[src/tblr_pkg.sv]
// shared types and constants of the tile background line renderer
`default_nettype none

package tblr_pkg;

    // input operation codes
    localparam logic [2:0] OP_TICK    = 3'd0;
    localparam logic [2:0] OP_VRAM_WR = 3'd1;
    localparam logic [2:0] OP_CTRL_WR = 3'd2;
    localparam logic [2:0] OP_SCY_WR  = 3'd3;
    localparam logic [2:0] OP_SCX_WR  = 3'd4;

    // line timing
    localparam logic [8:0] TICK_LIMIT    = 9'd279;
    localparam logic [7:0] LAST_LINE     = 8'd153;
    localparam logic [7:0] VISIBLE_LINES = 8'd144;
    localparam logic [7:0] LINE_AT_RESET = 8'd144;
    localparam int         DISPLAY_ON_BIT = 7;

    // tiles across one line
    localparam logic [4:0] LAST_TILE = 5'd19;

    // background map at offset 0x1800: top two address bits set
    localparam logic [1:0] MAP_BASE_HI = 2'b11;

    // command passed from the front to the back
    typedef struct packed {
        logic        is_render;
        logic [12:0] address;
        logic [7:0]  data;
        logic [7:0]  line;
        logic [7:0]  scroll_y;
        logic [4:0]  first_col;
    } cmd_t;

    typedef struct packed {
        logic full;
        logic empty;
    } fifo_stat_t;

endpackage

`default_nettype wire

[src/tblr_in_if.sv]
// input channel interface: operation, address and data
`default_nettype none

interface tblr_in_if;
    logic        valid;
    logic        ready;
    logic [2:0]  operation;
    logic [12:0] address;
    logic [7:0]  data;

    modport source (output valid, output operation, output address, output data,
                    input ready);
    modport sink   (input valid, input operation, input address, input data,
                    output ready);
endinterface

`default_nettype wire

[src/tblr_front.sv]
// front end: register writes, tick counting and command issue
`default_nettype none

module tblr_front (
    input  wire logic             clk,
    input  wire logic             rst_n,
    tblr_in_if.sink               items,
    input  tblr_pkg::fifo_stat_t  stat,
    output logic                  push,
    output tblr_pkg::cmd_t        push_cmd
);

    logic [8:0] tick_reg, tick_next;
    logic [7:0] line_reg, line_next;
    logic [7:0] ctrl_reg, ctrl_next;
    logic [7:0] scy_reg, scy_next;
    logic [7:0] scx_reg, scx_next;
    logic [7:0] line_inc;
    logic       take;

    assign items.ready = !stat.full;
    assign take        = items.valid && items.ready;
    assign line_inc    = line_reg + 8'd1;

    always_comb
    begin
        tick_next = tick_reg;
        line_next = line_reg;
        ctrl_next = ctrl_reg;
        scy_next  = scy_reg;
        scx_next  = scx_reg;
        push      = 1'b0;

        push_cmd.is_render = 1'b0;
        push_cmd.address   = items.address;
        push_cmd.data      = items.data;
        push_cmd.line      = line_inc;
        push_cmd.scroll_y  = scy_reg;
        push_cmd.first_col = scx_reg[7:3];

        if (take)
        begin
            case (items.operation)
                tblr_pkg::OP_TICK:
                begin
                    if (tick_reg > tblr_pkg::TICK_LIMIT)
                    begin
                        tick_next = '0;
                        line_next = (line_inc > tblr_pkg::LAST_LINE) ? 8'd0 : line_inc;
                        push_cmd.is_render = 1'b1;
                        push_cmd.line      = line_next;
                        push = ctrl_reg[tblr_pkg::DISPLAY_ON_BIT] &&
                               (line_next < tblr_pkg::VISIBLE_LINES);
                    end
                    else
                    begin
                        tick_next = tick_reg + 9'd1;
                    end
                end
                tblr_pkg::OP_VRAM_WR: push = 1'b1;
                tblr_pkg::OP_CTRL_WR: ctrl_next = items.data;
                tblr_pkg::OP_SCY_WR:  scy_next  = items.data;
                tblr_pkg::OP_SCX_WR:  scx_next  = items.data;
                default:              ;   // unknown codes are dropped
            endcase
        end
    end

    always_ff @(posedge clk or negedge rst_n)
    begin
        if (!rst_n)
        begin
            tick_reg <= '0;
            line_reg <= tblr_pkg::LINE_AT_RESET;
            ctrl_reg <= '0;
            scy_reg  <= '0;
            scx_reg  <= '0;
        end
        else
        begin
            tick_reg <= tick_next;
            line_reg <= line_next;
            ctrl_reg <= ctrl_next;
            scy_reg  <= scy_next;
            scx_reg  <= scx_next;
        end
    end

endmodule

`default_nettype wire

[src/flat_wrapper.sv]
// flat-port wrapper written by rule: the top's interface ports become plain ports
module tblr_front_flat 
  (clk, rst_n, stat, push, push_cmd, items_valid, items_operation, items_address, items_data, items_ready);
  tblr_in_if items_i ();
  input  wire logic clk;
  input  wire logic rst_n;
  input  tblr_pkg::fifo_stat_t stat;
  output logic push;
  output tblr_pkg::cmd_t push_cmd;
  input wire logic [$bits(items_i.valid)-1:0] items_valid;
  input wire logic [$bits(items_i.operation)-1:0] items_operation;
  input wire logic [$bits(items_i.address)-1:0] items_address;
  input wire logic [$bits(items_i.data)-1:0] items_data;
  output wire logic [$bits(items_i.ready)-1:0] items_ready;
  assign items_i.valid = items_valid;
  assign items_i.operation = items_operation;
  assign items_i.address = items_address;
  assign items_i.data = items_data;
  assign items_ready = items_i.ready;
  tblr_front u_core (.clk(clk), .rst_n(rst_n), .items(items_i), .stat(stat), .push(push), .push_cmd(push_cmd));
endmodule
[config.mk]
export PLATFORM = sky130hd
export DESIGN_NAME = tblr_front_flat
export DESIGN_NICKNAME = d
export VERILOG_FILES = /design/src/tblr_pkg.sv /design/src/tblr_in_if.sv /design/src/tblr_front.sv /design/src/flat_wrapper.sv
export SDC_FILE = /design/constraint.sdc
export NUM_CORES = 1
export LEC_CHECK = 0
export ABC_AREA = 1
export BUFFER_PORTS_ARGS = -buffer_cell sky130_fd_sc_hd__buf_2
export CAP_MARGIN = 20
export CORE_MARGIN = 1.5
export CORE_UTILIZATION = 30
export DETAILED_ROUTE_END_ITERATION = 10
export PLACE_DENSITY = 0.53
export SETUP_SLACK_MARGIN = 0.4
export SLEW_MARGIN = 10
export SYNTH_ARGS = -nofsm -noshare
export SYNTH_HDL_FRONTEND = slang
export SYNTH_SLANG_ARGS = --single-unit
export TNS_END_PERCENT = 30
[constraint.sdc]
create_clock -name clk -period 1.8 [get_ports clk]
set_input_delay 0.45 -clock clk [delete_from_list [all_inputs] [get_ports clk]]
set_output_delay 0.45 -clock clk [all_outputs]
set_load 0.01 [all_outputs]
Yosys cells after proc, flatten, opt, wreduce, memory -nomap -nowiden

Index checks and enable logic that the tools add are counted.

Eq/ne operators: 4
Reduce and logical (&&, ||, !) cells: 9
Add/sub/neg operators: 2
Mux-type cells: 11
$lt $le $gt $ge: 3

Operators with widths:

| operator                                              | number |
|---|---|
| 2-to-1 mux 8 bit                                      | 4 |
| adder 9 x 1 -> 9 bit (second input constant)          | 1 |
| greater-than comparator 9 bit (second input constant) | 1 |
| 2-to-1 mux 9 bit                                      | 1 |
| adder 8 x 1 -> 8 bit (second input constant)          | 1 |
| greater-than comparator 8 bit (second input constant) | 1 |
| < comparator 8 bit (second input constant)            | 1 |
| AND reduction 2 bit                                   | 4 |
| == test 3 x 2 -> 1 bit (second input constant)        | 2 |
| 2-to-1 mux 1 bit                                      | 5 |
| == test 3 x 1 -> 1 bit (second input constant)        | 1 |
| == test 3 bit (second input constant)                 | 1 |
| zero test 3 bit                                       | 1 |
| AND reduction 3 bit                                   | 1 |
| logical AND 1 bit                                     | 2 |
| case mux 1 bit (2 select lines)                       | 1 |
| zero test 1 bit                                       | 1 |

Bits of input ports: 29
Register bits: 41
Output and inout port bits: 45
Logic and storage cells: 34

Longest topological paths before layout

Depth in word-level cells: 8
Mapped depth: 10
Mapped depth without buffers: 10

Least setup slack after synthesis

No wires, ideal clock.

Path type: reg2out
Start: reg u_core.line_reg[0]
End: out push_cmd[13] (netlist bit)
Required time: 1350 ps
Buffers on the path: 0
Arrival time: 1518 ps
Path slack: -168 ps
Stages on the path, launching flop included: 10
Path through: dfrtp_1 ha_1 nand3_1 o21bai_2 nand2_1 nor2_2 nand2_1 nand2_4 nor2_8 nor2_1

RTL lines:

| item                   | line              | text |
|---|---|---|
| start, declared        | tblr_front.sv:14  | `logic [7:0] line_reg, line_next;` |
| start signal, assigned | tblr_front.sv:74  | `line_reg <= tblr_pkg::LINE_AT_RESET;` |
| start signal, assigned | tblr_front.sv:82  | `line_reg <= line_next;` |
| end, declared          | flat_wrapper.sv:9 | `output tblr_pkg::cmd_t push_cmd;` |

==> impl_metrics.json <==
{
  "busiest_layer": "met2",
  "synth-edff-count": 0,
  "post-route-util_pct": 43.9,
  "cp_top_family": "simple AND/OR/NAND/NOR gates",
  "grt_util_met3_pct": 3.52,
  "end_kind": "output pin",
  "synth_seq_cells": 31,
  "yosysSeqAreaShare_pct": 41.2,
  "tns_ps": -4040,
  "die_x_um": 82.4,
  "setup_violations": 10,
  "tightest_slew_ps": 405,
  "synth_area_um2": 1890,
  "rsz0062_at_grt": "yes",
  "yosysWarnings": 0,
  "cts_root_buf": "clkbuf_8",
  "start_util_pct": 31.5,
  "crit_start": "u_core.line_reg[0]",
  "htreeDepth": 2,
  "syn_nets": 263,
  "place_ws_ps": -303,
  "synth_flop_cell": "dfrtp_1",
  "dieHeight_um": 82.4,
  "reg2reg_depth": 10,
  "diodes": 0,
  "final_area_um2": 2630,
  "final_nets": 337,
  "core-area_um2": 5990,
  "overflow": 0,
  "timing.final.ws_setup_ps": -452,
  "finalCriticalPeriod_ps": 2250,
  "cp_num_cells": 10,
  "numCtsBuffers": 5,
  "p_per_area_nw_per_um2": 1080,
  "final_layout_size_suffix_gt1_share_pct": 51.3,
  "wirelength_mm": 4.30,
  "grt_pass1_wl_mm": 7.12,
  "syn_avg_cell_area_um2": 8.18,
  "cp_num_buf_inv": 1,
  "num_rows": 28,
  "grt_antenna_before_repair": 0,
  "crit_chain": "ha_4, nand3_2, o21bai_4, nand2_2, nor2_4, nand2_2, nand2_4, nor2_4, a21oi_4, buf_6",
  "dp_cells": 364,
  "cp.arrival_ps": 1800,
  "clk_latency_ps": 280,
  "area.growth.synth_to_final_pct": 39.3,
  "grt_max_degree": 18,
  "cts_tree": "built",
  "synth_top_area_share_pct": 38.4,
  "drtPass1Iterations": 4,
  "clk_pin_slew_ps": 70,
  "met1_usage_pct": 19.2,
  "avgRoutedWirePerCell_um": 11.3,
  "dieArea_um2": 6780,
  "synth_area_leader_cell": "dfrtp_1",
  "gp_congestion": 0.818,
  "stdcell_count": 381,
  "critPathLaunchType": "flop",
  "fmax_mhz": 444,
  "min-delay-path-class": "primary input to asynchronous set/reset pin",
  "vias_per_cell": 4.45,
  "cts.path.max_buffers": 2,
  "grt_util_met2_pct": 20.7,
  "dpl_cell_area_um2": 2390,
  "dpl.hpwl_mm": 3.19,
  "power_mw": 2.85,
  "remaining_drc_errors": 0,
  "cp.required_ps": 1350,
  "ys_types": 31,
  "worst_hold_slack_ps": 90.2,
  "min_period_over_period_pct": 125,
  "postSynthCellCount": 231,
  "crit_slowest_cell": "dfrtp_2",
  "cpPeakStageDelay_ps": 420,
  "ir_drop_mv": 0.481,
  "synth_area_leaders": "dfrtp_1, nand2_1, buf_4",
  "max-slew-margin-rel_pct": 73.0,
  "failed_checks": "setup timing",
  "largest_register_ffs": 9,
  "ant_nets": 0,
  "grt_util_all_layers_pct": 13.8,
  "grt_pass1_vias": 1601,
  "portBuffers": 46,
  "async_reset_ff_share_pct": 100,
  "final_max_slew_viol_count": 0,
  "leakage_nw": 1.36,
  "path_class": "flop to output pin",
  "num_io_pins": 74,
  "first_iter_violations": 51,
  "final_hold_viol_count": 0,
  "finClkSkew_ps": 7.84,
  "regToRegStartpoint": "u_core.line_reg[0]",
  "status": "finished, violations left",
  "path_max_fanout": 4,
  "vias": 1696,
  "cts_sinks": 31,
  "max-cap-violations": 0
}
==> worst reg2reg max path: stages, from the launching register on <==
cell	delay (ps)
dfrtp_2	450
ha_4	190
nand2_4	80
nand2_2	60
a21oi_2	100
nand2_1	90
nand2_2	90
nand2_4	90
nor2_4	200
buf_4	150
nor2_1	30
==> placed cells by master (no fill, tap or decap), drive strengths merged <==
cell type	instances
buf	89
nand2	48
inv	36
dfrtp	29
o21ai	27
nor2	21
nand3	16
a21oi	7
nand4	6
clkbuf	6
nor3	5
mux2	3
ha	3
nand3b	2
dfstp	2
o21bai	1
xor2	1
xnor2	1
or2	1
clkinvlp	1
clkinv	1
==> timing repair <==
action / 4_1_cts / 5_1_grt
gates resized for setup: 19 / 7
hold endpoints to repair: 0 / 0
hold buffers: 0 / 0
cloned: 1 / 0
buffers inserted: 7 / 1
setup endpoints to repair: 25 / 27
pin swaps: 15 / 4
==> path summary, 6_finish.rpt <==
path,to,slack (ps)
min in group clk,u_core.scy_reg[2],410
hold reg to reg,u_core.scx_reg[7],490
setup / recovery,push_cmd[19],-450
hold / removal,u_core.tick_reg[3],90
max in group asynchronous,u_core.line_reg[7],1200
setup reg to reg,u_core.line_reg[2],170
==> logic make-up after synthesis <==
group                    count (synthesis)  share of synthesized area, %
buffers and inverters                   59                          16.4
XOR/XNOR                                 2                         0.927
multiplexers                             3                          1.79
adder cells (fa/ha/maj)                  3                          1.99
AO/OA/AOI/OAI                           35                          10.8
AND/OR/NAND/NOR                         98                          26.9
flip-flops                              31                          41.2
==> layer usage <==
layer	share of wire, %	wire length, µm	up-vias
li1	-	-	869
met1	50	2130	764
met2	43	1830	58
met3	6.8	292	5
met4	0.93	40	0
met5	0	0	-
==> report_power, final <==
group / internal, mW / switching, mW
clock: 0.270 / 0.273
sequential: 0.882 / 0.146
combinational: 0.634 / 0.639
==> cell usage after synthesis, drive strengths merged (2+ instances only) <==
master  count
nand2      48
inv        36
dfrtp      29
o21ai      27
buf        22
nor2       20
nand3      16
a21oi       7
nand4       6
nor3        5
ha          3
mux2        3
dfstp       2
nand3b      2
==> area by class of cell <==
type	count	area, µm²
clock buffer	6	72.6
clock inverter	2	12.5
fill	607	3360
inverter	36	140
multi-input combinational	142	950
sequential	31	782
tap	75	93.8
timing repair buffer	89	582
Note: power is estimated with default switching activity, not from simulation.
