===== config.mk =====
export PLATFORM = sky130hd
export DESIGN_NAME = tblr_cmd_fifo
export DESIGN_NICKNAME = d
export VERILOG_FILES = /design/src/tblr_pkg.sv /design/src/tblr_cmd_fifo.sv
export SDC_FILE = /design/constraint.sdc
export NUM_CORES = 1
export LEC_CHECK = 0
export BUFFER_PORTS_ARGS = -buffer_cell sky130_fd_sc_hd__buf_2
export CORE_MARGIN = 2
export CORE_UTILIZATION = 40
export CTS_BUF_LIST = sky130_fd_sc_hd__clkbuf_8 sky130_fd_sc_hd__clkbuf_16
export CTS_CLUSTER_DIAMETER = 30
export CTS_CLUSTER_SIZE = 25
export DETAILED_ROUTE_END_ITERATION = 6
export GPL_TIMING_DRIVEN = 1
export SYNTH_ARGS = -nofsm -noshare
export SYNTH_HDL_FRONTEND = slang
export SYNTH_SLANG_ARGS = --single-unit

===== constraint.sdc =====
create_clock -name clk -period 3.1 [get_ports clk]
set_input_delay 0.31 -clock clk [delete_from_list [all_inputs] [get_ports clk]]
set_output_delay 0.31 -clock clk [all_outputs]
set_load 0.05 [all_outputs]

===== src/tblr_pkg.sv =====
// shared types and constants of the tile background line renderer
`default_nettype none

package tblr_pkg;

    // input operation codes
    localparam logic [2:0] OP_TICK    = 3'd0;
    localparam logic [2:0] OP_VRAM_WR = 3'd1;
    localparam logic [2:0] OP_CTRL_WR = 3'd2;
    localparam logic [2:0] OP_SCY_WR  = 3'd3;
    localparam logic [2:0] OP_SCX_WR  = 3'd4;

    // line timing
    localparam logic [8:0] TICK_LIMIT    = 9'd279;
    localparam logic [7:0] LAST_LINE     = 8'd153;
    localparam logic [7:0] VISIBLE_LINES = 8'd144;
    localparam logic [7:0] LINE_AT_RESET = 8'd144;
    localparam int         DISPLAY_ON_BIT = 7;

    // tiles across one line
    localparam logic [4:0] LAST_TILE = 5'd19;

    // background map at offset 0x1800: top two address bits set
    localparam logic [1:0] MAP_BASE_HI = 2'b11;

    // command passed from the front to the back
    typedef struct packed {
        logic        is_render;
        logic [12:0] address;
        logic [7:0]  data;
        logic [7:0]  line;
        logic [7:0]  scroll_y;
        logic [4:0]  first_col;
    } cmd_t;

    typedef struct packed {
        logic full;
        logic empty;
    } fifo_stat_t;

endpackage

`default_nettype wire


===== src/tblr_cmd_fifo.sv =====
// command queue between front and back
`default_nettype none

module tblr_cmd_fifo #(
    parameter int DEPTH = 4
) (
    input  wire logic              clk,
    input  wire logic              rst_n,
    input  wire logic              push,
    input  tblr_pkg::cmd_t         push_cmd,
    input  wire logic              pop,
    output tblr_pkg::cmd_t         head,
    output tblr_pkg::fifo_stat_t   stat
);

    localparam int PTR_W = (DEPTH > 1) ? $clog2(DEPTH) : 1;
    localparam int CNT_W = $clog2(DEPTH + 1);
    localparam logic [PTR_W-1:0] PTR_LAST = PTR_W'(DEPTH - 1);
    localparam logic [CNT_W-1:0] CNT_FULL = CNT_W'(DEPTH);

    tblr_pkg::cmd_t entry_reg [DEPTH];
    logic [PTR_W-1:0] wr_ptr_reg, wr_ptr_next;
    logic [PTR_W-1:0] rd_ptr_reg, rd_ptr_next;
    logic [CNT_W-1:0] count_reg, count_next;
    logic             do_push, do_pop;

    assign stat.full  = (count_reg == CNT_FULL);
    assign stat.empty = (count_reg == '0);
    assign head       = entry_reg[rd_ptr_reg];
    assign do_push    = push && !stat.full;
    assign do_pop     = pop && !stat.empty;

    always_comb
    begin
        wr_ptr_next = wr_ptr_reg;
        rd_ptr_next = rd_ptr_reg;
        count_next  = count_reg;
        if (do_push)
        begin
            wr_ptr_next = (wr_ptr_reg == PTR_LAST) ? '0 : wr_ptr_reg + 1'b1;
        end
        if (do_pop)
        begin
            rd_ptr_next = (rd_ptr_reg == PTR_LAST) ? '0 : rd_ptr_reg + 1'b1;
        end
        if (do_push && !do_pop)
        begin
            count_next = count_reg + 1'b1;
        end
        else if (do_pop && !do_push)
        begin
            count_next = count_reg - 1'b1;
        end
    end

    always_ff @(posedge clk or negedge rst_n)
    begin
        if (!rst_n)
        begin
            wr_ptr_reg <= '0;
            rd_ptr_reg <= '0;
            count_reg  <= '0;
        end
        else
        begin
            wr_ptr_reg <= wr_ptr_next;
            rd_ptr_reg <= rd_ptr_next;
            count_reg  <= count_next;
        end
    end

    always_ff @(posedge clk)
    begin
        if (do_push)
        begin
            entry_reg[wr_ptr_reg] <= push_cmd;
        end
    end

endmodule

`default_nettype wire


Word-level counts from Yosys, hierarchy flattened
Memory sizes are Yosys's and may differ from the RTL's.
Index checks and enable logic that the tools add are counted.
{"block": "totals", "reg_bits": 7, "latch_bits": 0, "ramBits": 172, "mem_bits_ro": 0, "inputBits": 47, "out_inout_bits": 45, "word_cells": 27, "n_memories": 1}
{"block": "op_classes", "n_addsub": 4, "n_mul": 0, "n_div": 0, "magnitude_cmp": 0, "n_eq_ne": 3, "shifts": 0, "n_mux": 6, "n_bitwise": 0, "reduce_logical": 10}
{"name": "entry_reg", "depth": 4, "width": 43, "rd": 1, "rd_ports_with_merged_regs": 0, "write_ports": 1, "line_no": "tblr_cmd_fifo.sv:21", "text": "tblr_pkg::cmd_t entry_reg [DEPTH];"}
{"op": "3-bit 2-to-1 mux", "n": 2}
{"op": "2-bit by 1-bit adder with 2-bit output (second input constant)", "n": 2}
{"op": "2-bit equality test (second input constant)", "n": 2}
{"op": "1-bit logical AND", "n": 4}
{"op": "1-bit zero test", "n": 4}
{"op": "2-bit 2-to-1 mux", "n": 2}
{"op": "3-bit by 1-bit adder with 3-bit output (second input constant)", "n": 1}
{"op": "3-bit equality test (second input constant)", "n": 1}
{"op": "3-bit zero test", "n": 1}
{"op": "3-bit by 1-bit subtractor with 3-bit output (second input constant)", "n": 1}
{"op": "1-bit 2-to-1 mux", "n": 2}
{"op": "2-bit nonzero test", "n": 1}

Longest topological paths before layout
Gate-level depths: netlist (run 1).
{"block": "depth", "depth_word": 7, "depth_mapped": 9, "depth_no_buf": 8}

Worst setup path before layout (run 1)
No wires, ideal clock.
{"block": "synth_path", "path_kind": "register to register", "start": "reg count_reg[0]", "end": "mem entry_reg[0][0] in the netlist's numbering, enable pin", "arrival_time_ps": 2048, "required_ps": 2645, "slack_ps": 597, "stages_incl_launch_ff": 5, "n_path_buf": 1, "period_less_slack_ps": 2503, "cell_sequence": "dfrtp_1 > nor3b_2 > nor2b_1 > buf_2 > and2_1"}
{"element": "from (decl)", "line_no": "tblr_cmd_fifo.sv:24", "text": "logic [CNT_W-1:0] count_reg, count_next;"}
{"element": "from (signal assigned)", "line_no": "tblr_cmd_fifo.sv:68", "text": "count_reg <= count_next;"}
{"element": "to (decl)", "line_no": "tblr_cmd_fifo.sv:21"}

==> impl_metrics.py, run 1 <==
metrics = {
    "global_route": {
        "globalRoute.totalOverflow": 0,
        "grt_pass1_wl_um": 18080,
        "antenna_found_initial": 1,
        "grt_start_max_net_pins": 28,
        "grtUsageTotal_pct": 14.07,
        "grt_pass1_vias": 3266,
    },
    "critical_path": {
        "worst-endpoint-required_ns": 2.79,
        "start_kind": "flip-flop",
        "crit_path_end_kind": "output pin",
        "crit_path_max_fanout": 27,
        "arrival_ns": 2.21,
        "critPathKind": "flip-flop to output pin",
    },
    "cts": {
        "path_clk_slew_ns": 0.06,
        "root_buffer": "clkbuf_16",
        "postCtsSetupRepairBufs": 0,
        "worstSkewPairLatency_ns": 0.42,
        "cts_tree": "yes",
        "cts_hold_buffers": 1,
        "cts_buffers": 17,
        "cts_sinks": 179,
        "h-tree-depth": 4,
        "clock_path_buffers": 2,
        "cts-resized-gates": 0,
    },
    "floorplan": {
        "pin_count": 92,
        "dieArea_um2": 17640,
        "core_area_um2": 16410,
        "row_count": 47,
        "die_x_um": 132.8,
        "die_h_um": 132.8,
        "initial_core_util_pct": 40.46,
    },
    "yosys": {
        "netlist_instances": 262,
        "postSynthAreaPerCell_um2": 25.34,
        "synth_top_area_share_pct": 77.80,
        "yosysWarnings": 0,
        "synth_seq_cells": 179,
        "synth_top_area_cell": "edfxtp_1",
        "yosys-top-cells-area": "edfxtp_1 (78%), mux4_2 (15%), dfrtp_1 (2.6%), ha_1 (1.1%), buf_4 (0.57%)",
        "syn_area_um2": 6639,
        "yosysSeqAreaShare_pct": 80.44,
        "synth_cell_types": 20,
        "syn-num-nets": 316,
    },
    "placement": {
        "dp_hpwl_um": 7142,
        "dp_slack_ns": 0.9537,
        "portBuffers": 91,
        "gp_congestion": 0.6631,
        "place_inst": 573,
    },
    "cells_and_area": {
        "area_delta_synth_final_pct": 21.16,
        "diodes": 0,
        "fin_cells": 606,
        "largest_reg_flops": 172,
        "final_common_cell": "edfxtp_1",
        "nNetsFinal": 427,
        "nFillCells": 1342,
        "final_cell_mix": "edfxtp_1 (172), buf_2 (91), mux4_2 (43)",
        "drive_above_1_share_pct": 48.70,
    },
    "timing": {
        "tightestPinTransition_ns": 0.4914,
        "rsz0062_at_grt": "false",
        "layout_setup_ws_ns": 0.5757,
        "fin_tns_setup_ns": 0,
        "final_hold_viol_count": 0,
        "setup_violations": 0,
        "period_minus_slack_ns": 2.524,
        "maxSlewViolCount": 0,
        "fin_skew_ns": 0.01281,
        "max_slew_margin_pct": 67.24,
        "fin_crit_sh_pct": 81.43,
        "fmax_mhz": 396.2,
    },
    "flow_run": {
        "drv_cap": 0,
    },
    "pwr": {
        "worst_ir_drop_vdd_v": 0.0004538,
        "p_leak_nw": 2.800,
        "p_per_area_nw_per_um2": 1101,
    },
    "detailed_routing": {
        "drt_wl_total_um": 11230,
        "remaining_drc_errors": 0,
        "drtIter0Drc": 136,
        "drtAntennaViolNets": 0,
        "vias_per_cell": 4.861,
        "vias": 2946,
        "firstDrtPassIters": 4,
        "routed_wire_length_per_instance_um": 18.52,
    },
    "run_status": {
        "status": "complete, no violations",
    },
    "worst_hold_path": {
        "hp-class": "primary input to flip-flop",
    },
}
-- kinds of logic after synthesis --
kind of cell	count (synthesis)	share of synthesized area (%)
AO/OA/AOI/OAI	2	0.3016
flip-flops	179	80.44
multiplexers	47	15.38
buffers and inverters	14	1.131
XOR/XNOR	3	0.3959
adder cells (fa/ha/maj)	7	1.432
AND/OR/NAND/NOR	10	0.9235
-- worst max-delay path, stage by stage (launching register included) --
cell	delay, ns
dfrtp_4	0.68
buf_12	0.31
mux4_2	0.56
buf_2	0.23
-- synthesized netlist by cell type --
cell	n
xnor2_1	1
inv_1	3
buf_2	3
clkbuf_1	3
nor3b_2	1
nor3_1	2
xor2_1	2
a21o_1	1
edfxtp_1	172
ha_1	6
mux2_2	2
buf_4	5
and2_1	4
o31ai_2	1
mux2_4	2
nor2_1	2
mux4_2	43
nor2b_1	1
dfrtp_1	7
fa_1	1
-- stage by stage --
stage	cell area (µm²)	total power, mW	util (%)	hold slack (ns)
finish	8044	8.858	49.03	0.1068
global route	8044	9.296	49.03	0.08664
CTS	8044	9.017	49.03	0.08505
detailed placement	7423	6.854	45.25	0.1646
global placement	7423	6.820	45.25	0.1616
floorplan	6639	6.044	-	0.01441
-- path summary, 6_finish.rpt --
| kind | slack (ns) | cells past startpoint | start | endpoint |
|---|---|---|---|---|
| min reg2reg | 0.54 | 1 | count_reg[2] | count_reg[2] |
| min in group asynchronous | 0.26 | 2 | rst_n | count_reg[1] |
| max | 0.58 | 3 | rd_ptr_reg[0] | head[22] |
| min | 0.11 | 1 | push_cmd[16] | entry_reg[0][16] |
| max in group asynchronous | 2.65 | 2 | rst_n | rd_ptr_reg[0] |
| max reg2reg | 0.99 | 7 | count_reg[0] | count_reg[2] |
-- where the power goes --
group	total [mW]	internal, mW	switching (mW)
registers	3.46	3.20	0.257
logic	3.26	1.05	2.20
clock network	2.14	1.31	0.833
-- metal layers --
metal | track usage [%] | vias to the layer above | wire length, µm
li1 | - | 1331 | -
met3 | 5.172 | 13 | 620
met5 | 0 | - | 13
met1 | 16.33 | 1534 | 4661
met2 | 23.86 | 66 | 5783
met4 | 5.556 | 2 | 147
-- area by class of cell --
cell class                 instances  area (µm²)  share of cell area [%]
clock inverter                    13       157.7                   1.960
sequential                       179        5345                   66.45
tap                              220       275.3                   3.422
timing repair buffer             103       573.1                   7.124
multi-input combinational         69        1229                   15.27
inverter                           3       11.26                  0.1400
clock buffer                      19       452.9                   5.631
(Power assumes the default switching activity.)
==> run 2: changes to the inputs <==
--- a/config.mk
+++ b/config.mk
@@ -5,6 +5,7 @@
 export SDC_FILE = /design/constraint.sdc
 export NUM_CORES = 1
 export LEC_CHECK = 0
+export ABC_AREA = 1
 export BUFFER_PORTS_ARGS = -buffer_cell sky130_fd_sc_hd__buf_2
 export CORE_MARGIN = 2
 export CORE_UTILIZATION = 40
==> constraint.sdc (replaced) <==
create_clock -name clk -period 2.5 [get_ports clk]
set_input_delay 0.25 -clock clk [delete_from_list [all_inputs] [get_ports clk]]
set_output_delay 0.25 -clock clk [all_outputs]
set_load 0.05 [all_outputs]
==> run 2 against run 1 <==
  * Sequential cell count stayed put
  * Largest power group is now combinational cells
  * Clock skew decreased by 0.0058 ns
  * Non-clock buffer count grew 4
  * Critical path depth grew 1
==> impl_metrics.py, run 2 <==
metrics = {
    "run_status": {
        "status": "complete, no violations",
    },
    "floorplan": {
        "initial_core_util_pct": 40.50,
        "row_count": 49,
        "core_area_um2": 17840,
        "dieArea_um2": 19160,
        "die_x_um": 138.4,
        "pin_count": 92,
        "die_h_um": 138.4,
    },
    "critical_path": {
        "worst-endpoint-required_ns": 2.25,
        "reg2reg_slack_ns": 0.51,
        "crit_path_max_fanout": 72,
        "rr_endpoint": "count_reg[1]",
        "path_cells": "buf_12 -> o211ai_1 -> nand2_1 -> buf_2",
        "critPathKind": "flip-flop to output pin",
        "slowest_stage": "dfrtp_4",
        "crit_path_end_kind": "output pin",
        "start_kind": "flip-flop",
        "r2r_cells": 10,
        "r2r_start": "count_reg[0]",
        "arrival_ns": 2.01,
        "crit_path_max_incr_delay_ns": 0.69,
    },
    "placement": {
        "dp_hpwl_um": 8534,
        "place_inst": 869,
        "gp_congestion": 0.8113,
        "portBuffers": 91,
    },
    "cells_and_area": {
        "largest_reg_flops": 172,
        "fin_cells": 903,
        "final_cell_mix": "edfxtp_1 (172), nand2_1 (144), inv_1 (104)",
        "nNetsFinal": 714,
        "final_common_cell": "edfxtp_1",
        "drive_above_1_share_pct": 20.95,
        "area_delta_synth_final_pct": 19.06,
    },
    "global_route": {
        "grt_pass1_vias": 4242,
        "antenna_found_initial": 2,
        "grt_start_max_net_pins": 73,
        "globalRoute.totalOverflow": 0,
        "grtUsageTotal_pct": 15.10,
        "grt_pass1_wl_um": 22400,
    },
    "cts": {
        "root_buffer": "clkbuf_16",
        "path_clk_slew_ns": 0.07,
        "clock_path_buffers": 2,
        "cts_tree": "yes",
        "h-tree-depth": 4,
        "cts_sinks": 179,
        "cts_buffers": 17,
        "worstSkewPairLatency_ns": 0.42,
    },
    "detailed_routing": {
        "vias_per_cell": 4.791,
        "met2_length_um": 6903,
        "remaining_drc_errors": 0,
        "drt_wl_total_um": 14050,
        "top_layer_used": "met5",
        "firstDrtPassIters": 4,
        "drtAntennaViolNets": 0,
        "drtIter0Drc": 268,
        "routed_wire_length_per_instance_um": 15.55,
        "dr_wl_met3_um": 686,
        "wl_met1_um": 6281,
        "vias": 4326,
    },
    "pwr": {
        "p_per_area_nw_per_um2": 1360,
        "pwr-share-comb_pct": 42.5,
        "p_leak_nw": 3.463,
        "p_seq_share_pct": 35.9,
        "swShare_pct": 43.53,
        "total_power_mw": 11.70,
        "p_switching_mw": 5.092,
        "pwr-share-clk_pct": 21.6,
        "p_int_mw": 6.605,
        "worst_ir_drop_vdd_v": 0.0007526,
    },
    "yosys": {
        "synthMostInstantiatedCell": "edfxtp_1",
        "postSynthAreaPerCell_um2": 12.86,
        "synth_edf_count": 172,
        "yosys-top-cells-area": "edfxtp_1 (71%), o211ai_1 (8.9%), nand2_1 (7.5%), inv_1 (5.2%), dfrtp_1 (2.4%)",
        "syn_area_um2": 7226,
        "netlist_instances": 562,
        "synth_cell_types": 16,
        "synthTopCellsByCount": "edfxtp_1 (172), nand2_1 (144), inv_1 (101), o211ai_1 (86), buf_2 (25)",
        "yosysWarnings": 0,
        "syn-num-nets": 616,
        "synth_top_area_cell": "edfxtp_1",
        "synth-main-ff-cell": "edfxtp_1",
        "synth_async_sr_flop_share_pct": 3.911,
        "yosysSeqAreaShare_pct": 73.90,
        "synth_top_area_share_pct": 71.48,
        "synth_seq_cells": 179,
    },
    "worst_hold_path": {
        "hold-path-endpoint": "entry_reg[1][15]",
        "hp-class": "primary input to flip-flop",
        "min_from": "push_cmd[15]",
        "whs_path_depth": 1,
    },
    "timing": {
        "maxSlewViolCount": 0,
        "max_slew_margin_pct": 71.67,
        "hold_ws_ns": 0.04348,
        "fin_skew_ns": 0.006975,
        "fin_tns_setup_ns": 0,
        "period_minus_slack_ns": 2.256,
        "fmax_mhz": 443.3,
        "fin_crit_sh_pct": 90.23,
        "setup_violations": 0,
        "rsz0062_at_grt": "false",
        "final_hold_viol_count": 0,
        "tightestPinTransition_ns": 0.4250,
    },
    "flow_run": {
        "drv_cap": 0,
    },
}
run 2: cell types whose count changed after synthesis, sizes merged, moves of 7 or more:
cell | previous run | this run
nand2 | 0 | 144
inv | 3 | 102
o211ai | 0 | 86
mux4 | 43 | 0
buf | 8 | 27
nand3 | 0 | 7
run 2: area by class of cell:
type / instances / area (µm²)
sequential: 179 / 5345
tap: 229 / 286.5
inverter: 102 / 382.9
fill: 1545 / 9238
multi-input combinational: 253 / 1389
antenna: 1 / 2.502
clock buffer: 17 / 425.4
timing repair buffer: 107 / 628.1
clock inverter: 15 / 143.9
run 2: worst max path at each step:
stage / slack, ns / from / endpoint
floorplan: -0.48 / count_reg[0] / entry_reg[0][0]
global placement: 0.61 / count_reg[0] / count_reg[1]
detailed placement: 0.52 / count_reg[1] / count_reg[1]
CTS: 0.22 / rd_ptr_reg[0] / head[41]
global route: 0.09 / rd_ptr_reg[0] / head[28]
finish: 0.24 / rd_ptr_reg[0] / head[28]
run 2: cells by family after synthesis:
kind of cell	Yosys count	share of synthesized area, %
AO/OA/AOI/OAI	87	9.004
buffers and inverters	130	7.290
adder cells (fa/ha/maj)	7	1.316
AND/OR/NAND/NOR	158	8.364
XOR/XNOR	1	0.1212
flip-flops	179	73.90
run 2: metal layers:
metal  vias up  track usage [%]
met3        15            4.919
li1       2135                -
met5         -                0
met2        79            25.43
met1      2095            18.32
met4         2            5.371
run 2: critical path, delay by kind of cell (launching register included):
family,cells,cell delay (ns)
AND/OR/NAND/NOR,1,0.11
AO/OA/AOI/OAI,1,0.14
flip-flops,1,0.69
buffers and inverters,2,0.59
run 2: what timing repair did:
| action | 4_1_cts | 5_1_grt |
|---|---|---|
| gates resized for setup | 0 | 0 |
| hold buffers | 1 | 0 |
| setup buffers | 0 | 0 |
| hold endpoints to repair | 7 | 0 |
run 2: power by group through the flow:
stage	combinational [mW]	clock [mW]	sequential (mW)
4_1_cts	5.05	2.60	4.20
3_3_place_gp	4.97	0	4.23
2_1_floorplan	3.82	0	4.16
6_report	4.97	2.53	4.19
3_5_place_dp	5.04	0	4.26
5_1_grt	5.39	2.71	4.25
run 2: through the flow:
stage,util (%),cell area (µm²),setup slack (ns)
6_report,48.22,8603,0.2442
5_1_grt,48.21,8601,0.08862
4_1_cts,48.21,8601,0.2187
3_3_place_gp,44.96,8021,0.6133
2_1_floorplan,-,7226,-0.4788
3_5_place_dp,44.96,8021,0.5207
==> run 3: changes to the inputs <==
--- a/config.mk
+++ b/config.mk
@@ -14,6 +14,7 @@
 export CTS_CLUSTER_SIZE = 25
 export DETAILED_ROUTE_END_ITERATION = 6
 export GPL_TIMING_DRIVEN = 1
+export SLEW_MARGIN = 20
 export SYNTH_ARGS = -nofsm -noshare
 export SYNTH_HDL_FRONTEND = slang
 export SYNTH_SLANG_ARGS = --single-unit
==> constraint.sdc (replaced) <==
create_clock -name clk -period 2.2 [get_ports clk]
set_input_delay 0.22 -clock clk [delete_from_list [all_inputs] [get_ports clk]]
set_output_delay 0.22 -clock clk [all_outputs]
set_load 0.05 [all_outputs]
==> run 3 against run 2 <==
  * Sequential share of layout area is 2.2 points lower
  * Wire length is 0.60% higher
  * Cell area is 3.6% higher
  * Sequential cell count stayed put
  * Total power is 16% higher
  * Critical path depth is 1 higher
  * Combinational power is 18% higher
  * First-iteration DRC count is 2.2% higher
  * Clock skew is 0.0013 ns higher
  * Hold slack worse by 0.026 ns
  * Critical endpoint is now head[36]
  * Largest cell class unchanged
  * Highest routed layer unchanged
==> impl_metrics.py, run 3 (same netlist as run 2, synthesis figures left out) <==
metrics = {
    "run_status": {
        "status": "complete, no violations",
    },
    "cells_and_area": {
        "area_delta_synth_final_pct": 23.36,
        "nNetsFinal": 738,
        "drive_above_1_share_pct": 20.52,
        "largest_reg_flops": 172,
        "final_cell_mix": "edfxtp_1 (172), nand2_1 (144), inv_1 (102)",
        "fin_cells": 926,
        "diodes": 0,
        "final_common_cell": "edfxtp_1",
    },
    "global_route": {
        "grt_start_max_net_pins": 52,
        "globalRoute.totalOverflow": 0,
        "grtUsageTotal_pct": 15.26,
        "grt_pass1_wl_um": 22580,
        "antenna_found_initial": 1,
        "grt_pass1_vias": 4420,
    },
    "detailed_routing": {
        "drt_wl_total_um": 14130,
        "drtIter0Drc": 274,
        "vias": 4419,
        "firstDrtPassIters": 5,
        "routed_wire_length_per_instance_um": 15.26,
        "vias_per_cell": 4.772,
        "remaining_drc_errors": 0,
        "drtAntennaViolNets": 0,
    },
    "critical_path": {
        "worst_path_most_repeated_cell": "nand2_1",
        "start_kind": "flip-flop",
        "reg2reg_slack_ns": 0.35,
        "crit_path_end_kind": "output pin",
        "rr_endpoint": "count_reg[2]",
        "crit_path_max_fanout": 21,
        "critPathKind": "flip-flop to output pin",
        "crit_path_max_incr_delay_ns": 0.60,
        "worst-endpoint-required_ns": 1.98,
        "crit_family": "flip-flops",
        "path_buf_inv": 2,
        "r2r_start": "count_reg[0]",
        "path_cells": "buf_4 -> nand2_1 -> o211ai_1 -> nand2_1 -> buf_2",
        "arrival_ns": 1.84,
        "slowest_stage": "dfrtp_4",
        "crit_path_start": "rd_ptr_reg[0]",
        "r2r_cells": 10,
    },
    "timing": {
        "fin_crit_sh_pct": 93.67,
        "setup_violations": 0,
        "hold_ws_ns": 0.01746,
        "fin_skew_ns": 0.008265,
        "period_minus_slack_ns": 2.061,
        "rsz0062_at_grt": "false",
        "layout_setup_ws_ns": 0.1393,
        "tightestPinTransition_ns": 0.3914,
        "fmax_mhz": 485.3,
        "final_hold_viol_count": 0,
        "maxSlewViolCount": 0,
        "max_slew_margin_pct": 73.91,
    },
    "worst_hold_path": {
        "hold-path-endpoint": "entry_reg[0][19]",
        "min_from": "push_cmd[19]",
        "hp-class": "primary input to flip-flop",
        "whs_path_depth": 1,
    },
    "floorplan": {
        "row_count": 49,
        "die_x_um": 138.4,
        "pin_count": 92,
        "initial_core_util_pct": 40.50,
        "die_h_um": 138.4,
        "dieArea_um2": 19160,
        "core_area_um2": 17840,
    },
    "pwr": {
        "worst_ir_drop_vdd_v": 0.0008290,
        "p_leak_nw": 3.593,
        "p_seq_share_pct": 34.9,
        "pwr-share-comb_pct": 43.1,
        "p_switching_mw": 5.811,
        "p_per_area_nw_per_um2": 1521,
        "swShare_pct": 42.85,
        "pwr-share-clk_pct": 22.0,
        "p_int_mw": 7.750,
    },
    "placement": {
        "portBuffers": 91,
        "gp_congestion": 0.7087,
        "dp_hpwl_um": 8633,
        "place_inst": 870,
        "dp_slack_ns": 0.3796,
    },
    "cts": {
        "cts_buffers": 17,
        "path_clk_slew_ns": 0.06,
        "h-tree-depth": 4,
        "root_buffer": "clkbuf_16",
        "cts_sinks": 179,
        "worstSkewPairLatency_ns": 0.42,
        "clock_path_buffers": 2,
        "cts-resized-gates": 0,
        "cts_tree": "yes",
    },
    "flow_run": {
        "drv_cap": 0,
    },
}
==> run 3: through the flow <==
step                utilization (%)  power (mW)  TNS, ns  cell area (µm²)
global placement              45.30       10.56        0             8082
global route                  49.96       14.30        0             8914
CTS                           49.79       13.69        0             8882
detailed placement            45.30       10.68        0             8082
floorplan                         -       9.061   -18.89             7236
finish                        49.96       13.56        0             8914
==> run 3: power groups by stage <==
stage	registers [mW]	logic (mW)	clock network [mW]
after floorplan	4.71	4.35	0
after global placement	4.81	5.75	0
after detailed placement	4.84	5.83	0
after CTS	4.77	5.88	3.04
after global routing	4.79	6.31	3.19
final	4.73	5.85	2.98
==> run 3: cell type report <==
type	instances	area (µm²)
clock inverter	15	165.2
tap	229	286.5
fill	1514	8927
timing repair buffer	131	919.6
multi-input combinational	253	1389
clock buffer	17	425.4
inverter	102	382.9
sequential	179	5345
==> run 3: worst max path at each step <==
| stage | slack (ns) | cells past startpoint | to |
|---|---|---|---|
| 2_1_floorplan | -0.11 | 4 | entry_reg[0][0] |
| 3_3_place_gp | 0.48 | 10 | count_reg[2] |
| 3_5_place_dp | 0.38 | 10 | count_reg[2] |
| 4_1_cts | 0.02 | 4 | head[36] |
| 5_1_grt | 0.04 | 5 | head[36] |
| 6_report | 0.14 | 5 | head[36] |
==> run 3: per-layer routing <==
layer,global-route usage [%],vias to the layer above,wire (µm)
met2,25.77,79,7079
met5,0,-,13
met3,4.538,17,602
li1,-,2184,-
met1,18.88,2137,6262
met4,5.156,2,171
==> run 3: repair_timing <==
item	in CTS	in global routing
buffers inserted	0	1
endpoints found under the setup margin	0	27
hold endpoints to repair	83	8
hold buffers	21	2
